File: src/design/lrc_pkg.sv
// Shared types and constants for the clipped line rasterizer.
// No dependencies; imported by every module of the block.
package lrc_pkg;

    // Coordinate width after subtracting two 16-bit endpoints
    localparam int COORD_W = 17;
    // Error term width, holds twice a 17-bit delta with sign
    localparam int ERR_W = 20;
    // Held pixel coordinate width, on-screen values only
    localparam int HELD_W = 16;
    // Output field widths
    localparam int PIX_W = 6;
    localparam int ADDR_W = 14;
    localparam int COLOR_W = 8;
    // Bytes per pixel in the frame buffer
    localparam int BYTES_PER_PIXEL = 3;

    // Result cap per line command
    localparam int MAX_RESULTS = 64;
    localparam int COUNT_W = 7;

    // Setup queue between front and back
    localparam int QUEUE_DEPTH = 2;
    localparam int QPTR_W = 1;

    // One classified line, ready for the walker
    typedef struct packed {
        logic signed [COORD_W-1:0] start_x;
        logic signed [COORD_W-1:0] start_y;
        logic signed [COORD_W-1:0] major_end;
        logic signed [ERR_W-1:0]   error_init;
        logic signed [ERR_W-1:0]   inc_straight;
        logic signed [ERR_W-1:0]   inc_diag;
        logic                      x_is_major;
        logic                      minor_dir_up;
        logic [COLOR_W-1:0]        red;
        logic [COLOR_W-1:0]        green;
        logic [COLOR_W-1:0]        blue;
    } line_setup_t;

    // Walker states
    typedef enum logic [1:0] {
        W_IDLE,
        W_WALK,
        W_FLUSH
    } walk_state_t;

endpackage

File: src/design/line_rasterizer_clipped.sv
// Top level of the clipped Bresenham line rasterizer.
// Depends on lrc_pkg, lrc_front, lrc_queue and lrc_walker.
//
// A line request is taken on a clock edge with start high and busy low. The
// front end registers and classifies it and parks it in a two-entry queue, so
// up to three requests can be in hand while the walker draws. The walker
// steps along the full line, on-screen or not, between a load and a flush
// state. Each pixel write is shown for one cycle with pixel_write high and
// cannot be stalled; the last write of a line carries last_pixel, and a
// fully clipped line gives no write at all. At most 64 writes are made per
// line; the 64th is then marked last.
module line_rasterizer_clipped
    import lrc_pkg::*;
#(
    parameter int FRAME_WIDTH  = 64,
    parameter int FRAME_HEIGHT = 64
)
(
    input  logic               clk,
    input  logic               rst_n,
    input  logic               start,
    output logic               busy,
    input  logic signed [15:0] start_x,
    input  logic signed [15:0] start_y,
    input  logic signed [15:0] end_x,
    input  logic signed [15:0] end_y,
    input  logic [7:0]         color_red,
    input  logic [7:0]         color_green,
    input  logic [7:0]         color_blue,
    output logic               pixel_write,
    output logic [5:0]         pixel_x,
    output logic [5:0]         pixel_y,
    output logic [13:0]        pixel_address,
    output logic [7:0]         red_out,
    output logic [7:0]         green_out,
    output logic [7:0]         blue_out,
    output logic               last_pixel
);

    logic        q_push;
    logic        q_pop;
    logic        q_empty;
    logic        q_full;
    line_setup_t q_push_data;
    line_setup_t q_head;

    // Accept and classify requests
    lrc_front u_front (
        .clk         (clk),
        .rst_n       (rst_n),
        .start       (start),
        .busy        (busy),
        .start_x     (start_x),
        .start_y     (start_y),
        .end_x       (end_x),
        .end_y       (end_y),
        .color_red   (color_red),
        .color_green (color_green),
        .color_blue  (color_blue),
        .q_full      (q_full),
        .push        (q_push),
        .push_data   (q_push_data)
    );

    // Hold classified lines between front and back
    lrc_queue u_queue (
        .clk       (clk),
        .rst_n     (rst_n),
        .push      (q_push),
        .push_data (q_push_data),
        .pop       (q_pop),
        .head      (q_head),
        .empty     (q_empty),
        .full      (q_full)
    );

    // Walk, clip and emit
    lrc_walker #(
        .FRAME_WIDTH  (FRAME_WIDTH),
        .FRAME_HEIGHT (FRAME_HEIGHT)
    ) u_walker (
        .clk           (clk),
        .rst_n         (rst_n),
        .q_head        (q_head),
        .q_empty       (q_empty),
        .pop           (q_pop),
        .pixel_write   (pixel_write),
        .pixel_x       (pixel_x),
        .pixel_y       (pixel_y),
        .pixel_address (pixel_address),
        .red_out       (red_out),
        .green_out     (green_out),
        .blue_out      (blue_out),
        .last_pixel    (last_pixel)
    );

endmodule

File: src/design/lrc_front.sv
// Command front end: registers a line request, classifies it and pushes setup.
// Depends on lrc_pkg.
module lrc_front
    import lrc_pkg::*;
(
    input  logic               clk,
    input  logic               rst_n,
    input  logic               start,
    output logic               busy,
    input  logic signed [15:0] start_x,
    input  logic signed [15:0] start_y,
    input  logic signed [15:0] end_x,
    input  logic signed [15:0] end_y,
    input  logic [7:0]         color_red,
    input  logic [7:0]         color_green,
    input  logic [7:0]         color_blue,
    input  logic               q_full,
    output logic               push,
    output line_setup_t        push_data
);

    logic                      cmd_valid_reg;
    logic                      cmd_valid_next;
    logic signed [15:0]        x1_reg;
    logic signed [15:0]        y1_reg;
    logic signed [15:0]        x2_reg;
    logic signed [15:0]        y2_reg;
    logic [COLOR_W-1:0]        red_reg;
    logic [COLOR_W-1:0]        green_reg;
    logic [COLOR_W-1:0]        blue_reg;

    logic                      accept;
    logic signed [COORD_W-1:0] dx;
    logic signed [COORD_W-1:0] dy;
    logic [COORD_W-1:0]        adx;
    logic [COORD_W-1:0]        ady;
    logic [COORD_W-1:0]        major_len;
    logic [COORD_W-1:0]        minor_len;
    logic signed [ERR_W-1:0]   twice_major;
    logic signed [ERR_W-1:0]   twice_minor;
    logic                      x_major;
    logic                      from_first;

    // Accept a request while the held command can move on
    assign busy   = cmd_valid_reg && q_full;
    assign accept = start && !busy;
    assign push   = cmd_valid_reg && !q_full;

    always_comb
    begin
        cmd_valid_next = cmd_valid_reg;
        if (accept)
        begin
            cmd_valid_next = 1'b1;
        end
        else if (push)
        begin
            cmd_valid_next = 1'b0;
        end
    end

    always_ff @(posedge clk or negedge rst_n)
    begin
        if (!rst_n)
        begin
            cmd_valid_reg <= 1'b0;
        end
        else
        begin
            cmd_valid_reg <= cmd_valid_next;
        end
    end

    // Capture the request payload
    always_ff @(posedge clk)
    begin
        if (accept)
        begin
            x1_reg    <= start_x;
            y1_reg    <= start_y;
            x2_reg    <= end_x;
            y2_reg    <= end_y;
            red_reg   <= color_red;
            green_reg <= color_green;
            blue_reg  <= color_blue;
        end
    end

    // Classify: deltas, magnitudes, major axis
    assign dx  = COORD_W'(x2_reg) - COORD_W'(x1_reg);
    assign dy  = COORD_W'(y2_reg) - COORD_W'(y1_reg);
    assign adx = dx[COORD_W-1] ? COORD_W'(-dx) : COORD_W'(dx);
    assign ady = dy[COORD_W-1] ? COORD_W'(-dy) : COORD_W'(dy);

    // Axis-aligned lines fall out of the same rule with a zero minor delta
    assign x_major   = (ady <= adx);
    assign major_len = x_major ? adx : ady;
    assign minor_len = x_major ? ady : adx;
    assign twice_major = $signed({2'b00, major_len, 1'b0});
    assign twice_minor = $signed({2'b00, minor_len, 1'b0});

    // Walk from the endpoint with the smaller major coordinate
    assign from_first = x_major ? !dx[COORD_W-1] : !dy[COORD_W-1];

    always_comb
    begin
        push_data.start_x      = from_first ? COORD_W'(x1_reg) : COORD_W'(x2_reg);
        push_data.start_y      = from_first ? COORD_W'(y1_reg) : COORD_W'(y2_reg);
        if (x_major)
        begin
            push_data.major_end = from_first ? COORD_W'(x2_reg) : COORD_W'(x1_reg);
        end
        else
        begin
            push_data.major_end = from_first ? COORD_W'(y2_reg) : COORD_W'(y1_reg);
        end
        push_data.error_init   = twice_minor - $signed({3'b000, major_len});
        push_data.inc_straight = twice_minor;
        push_data.inc_diag     = twice_minor - twice_major;
        push_data.x_is_major   = x_major;
        push_data.minor_dir_up = ((dx > 0) == (dy > 0));
        push_data.red          = red_reg;
        push_data.green        = green_reg;
        push_data.blue         = blue_reg;
    end

endmodule

File: src/design/lrc_queue.sv
// Two-entry setup queue between the front end and the walker.
// Depends on lrc_pkg for the entry type and depth.
module lrc_queue
    import lrc_pkg::*;
(
    input  logic        clk,
    input  logic        rst_n,
    input  logic        push,
    input  line_setup_t push_data,
    input  logic        pop,
    output line_setup_t head,
    output logic        empty,
    output logic        full
);

    line_setup_t        entries_reg [QUEUE_DEPTH];
    logic [QPTR_W-1:0]  wr_ptr_reg;
    logic [QPTR_W-1:0]  rd_ptr_reg;
    logic [QPTR_W:0]    count_reg;
    logic [QPTR_W:0]    count_next;

    assign empty = (count_reg == '0);
    assign full  = (count_reg == (QPTR_W+1)'(QUEUE_DEPTH));
    assign head  = entries_reg[rd_ptr_reg];

    // Track the fill level
    always_comb
    begin
        count_next = count_reg;
        if (push && !pop)
        begin
            count_next = count_reg + 1'b1;
        end
        else if (pop && !push)
        begin
            count_next = count_reg - 1'b1;
        end
    end

    // Advance the pointers
    always_ff @(posedge clk or negedge rst_n)
    begin
        if (!rst_n)
        begin
            wr_ptr_reg <= '0;
            rd_ptr_reg <= '0;
            count_reg  <= '0;
        end
        else
        begin
            count_reg <= count_next;
            if (push)
            begin
                wr_ptr_reg <= wr_ptr_reg + 1'b1;
            end
            if (pop)
            begin
                rd_ptr_reg <= rd_ptr_reg + 1'b1;
            end
        end
    end

    // Store the pushed entry
    always_ff @(posedge clk)
    begin
        if (push)
        begin
            entries_reg[wr_ptr_reg] <= push_data;
        end
    end

endmodule

File: src/design/lrc_walker.sv
// Back end: walks one classified line per pass, clips, and emits pixel writes.
// Depends on lrc_pkg; fed by lrc_queue.
module lrc_walker
    import lrc_pkg::*;
#(
    parameter int FRAME_WIDTH  = 64,
    parameter int FRAME_HEIGHT = 64
)
(
    input  logic               clk,
    input  logic               rst_n,
    input  line_setup_t        q_head,
    input  logic               q_empty,
    output logic               pop,
    output logic               pixel_write,
    output logic [PIX_W-1:0]   pixel_x,
    output logic [PIX_W-1:0]   pixel_y,
    output logic [ADDR_W-1:0]  pixel_address,
    output logic [COLOR_W-1:0] red_out,
    output logic [COLOR_W-1:0] green_out,
    output logic [COLOR_W-1:0] blue_out,
    output logic               last_pixel
);

    localparam logic signed [COORD_W-1:0] X_LIMIT = COORD_W'(FRAME_WIDTH);
    localparam logic signed [COORD_W-1:0] Y_LIMIT = COORD_W'(FRAME_HEIGHT);
    localparam logic [ADDR_W-1:0]  ROW_BYTES = ADDR_W'(FRAME_WIDTH);
    localparam logic [ADDR_W-1:0]  PIX_BYTES = ADDR_W'(BYTES_PER_PIXEL);
    localparam logic [COUNT_W-1:0] CAP       = COUNT_W'(MAX_RESULTS);
    localparam logic [COUNT_W-1:0] LAST_SLOT = COUNT_W'(MAX_RESULTS - 1);

    walk_state_t               state_reg;
    walk_state_t               state_next;

    logic signed [COORD_W-1:0] cur_x_reg;
    logic signed [COORD_W-1:0] cur_y_reg;
    logic signed [ERR_W-1:0]   err_reg;
    logic signed [COORD_W-1:0] end_reg;
    logic signed [ERR_W-1:0]   inc_straight_reg;
    logic signed [ERR_W-1:0]   inc_diag_reg;
    logic                      x_major_reg;
    logic                      dir_up_reg;
    logic [COLOR_W-1:0]        red_reg;
    logic [COLOR_W-1:0]        green_reg;
    logic [COLOR_W-1:0]        blue_reg;

    logic                      held_valid_reg;
    logic [HELD_W-1:0]         held_x_reg;
    logic [HELD_W-1:0]         held_y_reg;
    logic [COUNT_W-1:0]        count_reg;

    logic                      pixel_write_reg;
    logic [PIX_W-1:0]          pixel_x_reg;
    logic [PIX_W-1:0]          pixel_y_reg;
    logic [ADDR_W-1:0]         pixel_address_reg;
    logic [COLOR_W-1:0]        red_out_reg;
    logic [COLOR_W-1:0]        green_out_reg;
    logic [COLOR_W-1:0]        blue_out_reg;
    logic                      last_pixel_reg;

    logic                      visible;
    logic                      at_end;
    logic                      take_minor;
    logic                      room;
    logic                      emit;
    logic                      emit_last;
    logic signed [COORD_W-1:0] cur_major;
    logic signed [COORD_W-1:0] minor_step;
    logic signed [COORD_W-1:0] cur_x_next;
    logic signed [COORD_W-1:0] cur_y_next;
    logic signed [ERR_W-1:0]   err_next;
    logic [ADDR_W-1:0]         held_address;

    // Clip test on the current walk position
    assign visible = (cur_x_reg >= 0) && (cur_x_reg < X_LIMIT)
                  && (cur_y_reg >= 0) && (cur_y_reg < Y_LIMIT);

    assign cur_major = x_major_reg ? cur_x_reg : cur_y_reg;
    assign at_end    = (cur_major >= end_reg);
    assign room      = (count_reg < CAP);

    // Bresenham step: x-major steps minor on err >= 0, y-major on err > 0
    assign take_minor = x_major_reg ? !err_reg[ERR_W-1]
                                    : (!err_reg[ERR_W-1] && (err_reg != '0));
    assign minor_step = dir_up_reg ? COORD_W'(1) : COORD_W'(-1);
    assign err_next   = take_minor ? (err_reg + inc_diag_reg)
                                   : (err_reg + inc_straight_reg);

    always_comb
    begin
        if (x_major_reg)
        begin
            cur_x_next = cur_x_reg + COORD_W'(1);
            cur_y_next = take_minor ? (cur_y_reg + minor_step) : cur_y_reg;
        end
        else
        begin
            cur_y_next = cur_y_reg + COORD_W'(1);
            cur_x_next = take_minor ? (cur_x_reg + minor_step) : cur_x_reg;
        end
    end

    // Byte address of the held pixel's red byte, wrapped to the port width
    assign held_address = (held_y_reg[ADDR_W-1:0] * ROW_BYTES + held_x_reg[ADDR_W-1:0])
                        * PIX_BYTES;

    // Next state
    always_comb
    begin
        state_next = state_reg;
        unique case (state_reg)
            W_IDLE:
            begin
                if (!q_empty)
                begin
                    state_next = W_WALK;
                end
            end
            W_WALK:
            begin
                if (at_end)
                begin
                    state_next = W_FLUSH;
                end
            end
            W_FLUSH:
            begin
                state_next = W_IDLE;
            end
            default:
            begin
                state_next = W_IDLE;
            end
        endcase
    end

    // State outputs: pop a setup, emit or flush the held pixel
    always_comb
    begin
        pop       = 1'b0;
        emit      = 1'b0;
        emit_last = 1'b0;
        unique case (state_reg)
            W_IDLE:
            begin
                pop = !q_empty;
            end
            W_WALK:
            begin
                emit      = visible && held_valid_reg && room;
                emit_last = (count_reg == LAST_SLOT);
            end
            W_FLUSH:
            begin
                emit      = held_valid_reg && room;
                emit_last = 1'b1;
            end
            default:
            begin
                pop = 1'b0;
            end
        endcase
    end

    // Control registers
    always_ff @(posedge clk or negedge rst_n)
    begin
        if (!rst_n)
        begin
            state_reg       <= W_IDLE;
            held_valid_reg  <= 1'b0;
            count_reg       <= '0;
            pixel_write_reg <= 1'b0;
        end
        else
        begin
            state_reg       <= state_next;
            pixel_write_reg <= emit;
            if (pop)
            begin
                held_valid_reg <= 1'b0;
                count_reg      <= '0;
            end
            else
            begin
                if (emit)
                begin
                    count_reg <= count_reg + 1'b1;
                end
                if (state_reg == W_WALK && visible)
                begin
                    held_valid_reg <= 1'b1;
                end
                else if (state_reg == W_FLUSH)
                begin
                    held_valid_reg <= 1'b0;
                end
            end
        end
    end

    // Walk datapath: load on pop, step until the major end
    always_ff @(posedge clk)
    begin
        if (pop)
        begin
            cur_x_reg        <= q_head.start_x;
            cur_y_reg        <= q_head.start_y;
            err_reg          <= q_head.error_init;
            end_reg          <= q_head.major_end;
            inc_straight_reg <= q_head.inc_straight;
            inc_diag_reg     <= q_head.inc_diag;
            x_major_reg      <= q_head.x_is_major;
            dir_up_reg       <= q_head.minor_dir_up;
            red_reg          <= q_head.red;
            green_reg        <= q_head.green;
            blue_reg         <= q_head.blue;
        end
        else if (state_reg == W_WALK)
        begin
            if (visible)
            begin
                held_x_reg <= cur_x_reg[HELD_W-1:0];
                held_y_reg <= cur_y_reg[HELD_W-1:0];
            end
            if (!at_end)
            begin
                cur_x_reg <= cur_x_next;
                cur_y_reg <= cur_y_next;
                err_reg   <= err_next;
            end
        end
    end

    // Output register: drive the previously held pixel
    always_ff @(posedge clk)
    begin
        if (emit)
        begin
            pixel_x_reg       <= held_x_reg[PIX_W-1:0];
            pixel_y_reg       <= held_y_reg[PIX_W-1:0];
            pixel_address_reg <= held_address;
            red_out_reg       <= red_reg;
            green_out_reg     <= green_reg;
            blue_out_reg      <= blue_reg;
            last_pixel_reg    <= emit_last;
        end
    end

    assign pixel_write   = pixel_write_reg;
    assign pixel_x       = pixel_x_reg;
    assign pixel_y       = pixel_y_reg;
    assign pixel_address = pixel_address_reg;
    assign red_out       = red_out_reg;
    assign green_out     = green_out_reg;
    assign blue_out      = blue_out_reg;
    assign last_pixel    = last_pixel_reg;

    // A write follows a walk or flush cycle only
    assert property (@(posedge clk) disable iff (!rst_n)
        pixel_write_reg |-> ($past(state_reg) == W_WALK || $past(state_reg) == W_FLUSH))
        else $error("pixel write without a walk or flush cycle");

    // Nothing follows the last write of a line in the next cycle
    assert property (@(posedge clk) disable iff (!rst_n)
        (pixel_write_reg && last_pixel_reg) |=> !pixel_write_reg)
        else $error("pixel write right after the last pixel");

    // Result count stays within the cap
    assert property (@(posedge clk) disable iff (!rst_n)
        count_reg <= CAP)
        else $error("result count above cap");

    // The flush cycle empties the held pixel
    assert property (@(posedge clk) disable iff (!rst_n)
        (state_reg == W_FLUSH) |=> !held_valid_reg)
        else $error("held pixel survives flush");

endmodule

File: config.mk
export PLATFORM = sky130hd
export DESIGN_NAME = line_rasterizer_clipped
export DESIGN_NICKNAME = d
export VERILOG_FILES = /design/src/design/lrc_pkg.sv /design/src/design/line_rasterizer_clipped.sv /design/src/design/lrc_front.sv /design/src/design/lrc_queue.sv /design/src/design/lrc_walker.sv
export SDC_FILE = /design/constraint.sdc
export NUM_CORES = 1
export LEC_CHECK = 0
export BUFFER_PORTS_ARGS = -buffer_cell sky130_fd_sc_hd__buf_2
export CAP_MARGIN = 10
export CORE_MARGIN = 5
export CORE_UTILIZATION = 55
export DETAILED_ROUTE_END_ITERATION = 8
export PLACE_DENSITY = 0.73
export SLEW_MARGIN = 40
export SYNTH_ARGS = -nofsm -noshare
export SYNTH_HDL_FRONTEND = slang
export SYNTH_HIERARCHICAL = 1
export SYNTH_SLANG_ARGS = --single-unit
File: constraint.sdc
create_clock -name clk -period 11.6 [get_ports clk]
set_input_delay 1.74 -clock clk [delete_from_list [all_inputs] [get_ports clk]]
set_output_delay 1.74 -clock clk [all_outputs]
set_load 0.05 [all_outputs]
==> metrics.md <==
| Metric | Value |
|---|---|
| Hold WC Path Type | reg2reg |
| Placed insts | 3143 |
| Mean routed wirelength per cell | 21.3 um |
| Mean post-synth cell area | 12.8 sq um |
| Sequential share of the synthesized area | 58.0% |
| Finished Cell Area | 33500 sq um |
| Worst-path maximum fanout | 48 |
| Die footprint | 59800 sq um |
| CTS root buf | clkbuf_16 |
| Async SR Flop Fraction | 2.73% |
| Vias | 19.6k |
| Post-CTS sizing | 0 |
| Cell Area, Synth | 30200 sq um |
| Die X | 245 um |
| Postcts setup bufs | 0 |
| Clock Tree Buf Depth | 3 |
| Initial Util | 55.2% |
| H-Tree Depth | 2 |
| Vias per cell | 6.04 |
| Yosys reg bits | 587 |
| Worst Max-Slew Pin Slew | 0.945 ns |
| Clk_lat worst skew | 0.64 ns |
| YS warnings | 6 |
| Slew Limit Fails | 0 |
| Inserted Diodes | 0 |
| Grt total ovfl | 0 |
| Synth area leader | edfxtp_1 |
| Hold_buf cts | 0 |
| Core Box Area | 54800 sq um |
| CTS buffer count | 60 |
| Endpoint class of the critical path | flip-flop |
| Dpl cell area | 31600 sq um |
| Setup Skew | 0.0402 ns |
| Post-DP HPWL | 49.1 mm |
| Antenna violation net count after detailed routing | 0 |
| Nets | 2760 |
| Max FFs per register | 274 |
| Clock sinks | 587 |
| Filler instances | 4164 |
| First drt pass iteration count | 6 |
| Total GRT Usage | 22.7% |
| Library cells used by synthesis | 84 |
| Slew margin rel. | 36.6% |
| GPL Wtd Cong | 0.939 |
| Final worst path period need | 9.40 ns |
| Clock transition at the registers of the reported paths | 0.06 ns |
| Commonest cells after routing, fill and taps aside | 571 x edfxtp_1, 207 x mux2_2, 159 x ha_1, 155 x a21oi_1, 146 x nand2_1 |
| Outcome | finished, final reports clean |
| Setup TNS | 0 ns |
| P&R area growth vs syn | 10.9% |
| RSZ-0062 raised after global routing | no |
| Startpoint Class | flip-flop |
| Final wirelength | 69.1 mm |
| Fmax | 106 MHz |
| Tcrit/Tclk final | 81.1% |
| Synth top area share | 56.7% |
| DRT iter0 DRCs | 1748 |
| Critical path type | reg2reg |
| Number of global-route vias before repair | 19.2k |
| First-pass GRT wire length | 107 mm |
| Port Buf Inserts | 143 |
| Layout cells sized above 1 | 20.0% |
| CTS tree | done |
| Final non-filler cell total | 3252 |
| Top cell by count, worst path | o21ai_0 |
| Max stage delay on crit path | 0.67 ns |
| I/O pin count | 144 |
| Commonest non-fill, non-tap cell in the layout | edfxtp_1 |
| Die H | 245 um |
| Endpoints failing hold | 0 |
| Commonest register cell after synthesis | edfxtp_1 |
| Mapped Cells | 2361 |
| Largest net degree at the start of global routing | 81 |
| Drt drc | 0 |
| Initial antenna violation count | 0 |
| Std-Cell Rows | 86 |
| Final setup fails | 0 |
| Crit path arrival time | 9.82 ns |
| WP data required | 12.02 ns |
| Largest cells by area after synthesis | edfxtp_1 57%, mux2_2 7.7%, ha_1 6.6%, a21oi_1 2.6%, xnor2_1 2.4% |
| Crit path max-delay cell type | or4b_2 |
| Number of synthesized flops with an enable pin | 571 |
| Max-cap violation count | 0 |
layer usage:
metal  wire, um  up-vias  GRT usage [%]
met3       4070      117           2.99
met2      32100      689           36.5
met1      30900     9613           32.7
met5          0        -              0
li1           -     9212              -
met4       2060        0           6.63
path summary, 6_finish.rpt:
check	cells past startpoint	to	slack (ns)	start
max in group asynchronous	1	u_queue/rd_ptr_reg	10.27	rst_n
worst min register to register	0	u_walker/red_out[4]	0.42	u_walker/red_reg[4]
worst min-delay path	0	u_walker/red_out[4]	0.42	u_walker/red_reg[4]
worst max-delay path	32	u_queue/entries_reg[1][84]	2.20	u_front/x1_reg[0]
worst max register to register	32	u_queue/entries_reg[1][84]	2.20	u_front/x1_reg[0]
min in group asynchronous	1	u_walker/pixel_write	1.01	rst_n
cells by family after synthesis:
kind of cell             share of synthesized area [%]
multiplexers                                      8.28
AO/OA/AOI/OAI                                     11.3
adder cells (fa/ha/maj)                           7.11
buffers and inverters                             3.05
other                                           0.0124
XOR/XNOR                                          3.97
AND/OR/NAND/NOR                                   8.24
flip-flops                                        58.0
cell usage after synthesis (8+ instances only):
cell type / count
ha_1: 159
dfrtp_1: 16
a211oi_1: 18
nor2_1: 134
nand2b_1: 21
a21o_1: 50
buf_6: 14
o22ai_1: 18
buf_4: 11
edfxtp_1: 571
nor4_1: 18
a21oi_1: 156
o21a_1: 33
a21boi_0: 15
o21ai_0: 90
xor2_1: 54
or3_1: 12
or2_2: 18
clkbuf_1: 50
nor3b_1: 11
a31o_2: 9
fa_1: 8
inv_1: 117
nand4_1: 18
xnor2_1: 83
and3_1: 18
mux2i_1: 15
a31oi_1: 30
nor2b_1: 23
o31ai_1: 9
nor3_1: 37
mux2_2: 207
nand2_1: 147
o211ai_1: 12
nand3_1: 27
layout make-up:
class | count | area (sq um) | area share, %
clock buffer | 71 | 1560 | 4.66
clock inverter | 37 | 359 | 1.07
multi-input combinational | 1572 | 11800 | 35.3
timing repair buffer | 163 | 906 | 2.70
inverter | 118 | 448 | 1.34
sequential | 587 | 17600 | 52.3
tap | 704 | 881 | 2.63
through the flow:
stage	hold slack (ns)	setup slack (ns)	utilization (%)
after floorplan	0.400	3.35	-
after global placement	0.402	2.92	57.6
after detailed placement	0.405	2.62	57.7
after CTS	0.411	2.50	61.2
after global routing	0.415	1.89	61.2
final	0.416	2.20	61.2
critical path, delay by kind of cell (launching register included):
| family | cells | cell delay (ns) |
|---|---|---|
| adders and majority gates | 4 | 1.46 |
| and+or+nand+nor | 11 | 3.04 |
| AOI/OAI and AO/OA | 15 | 3.61 |
| DFF | 1 | 0.42 |
| buffers and inverters | 1 | 0.50 |
| xor gates and xnor gates | 1 | 0.13 |
Power is not shown: default switching activity piles up to over one toggle a cycle in this logic, so the estimate is an artifact.
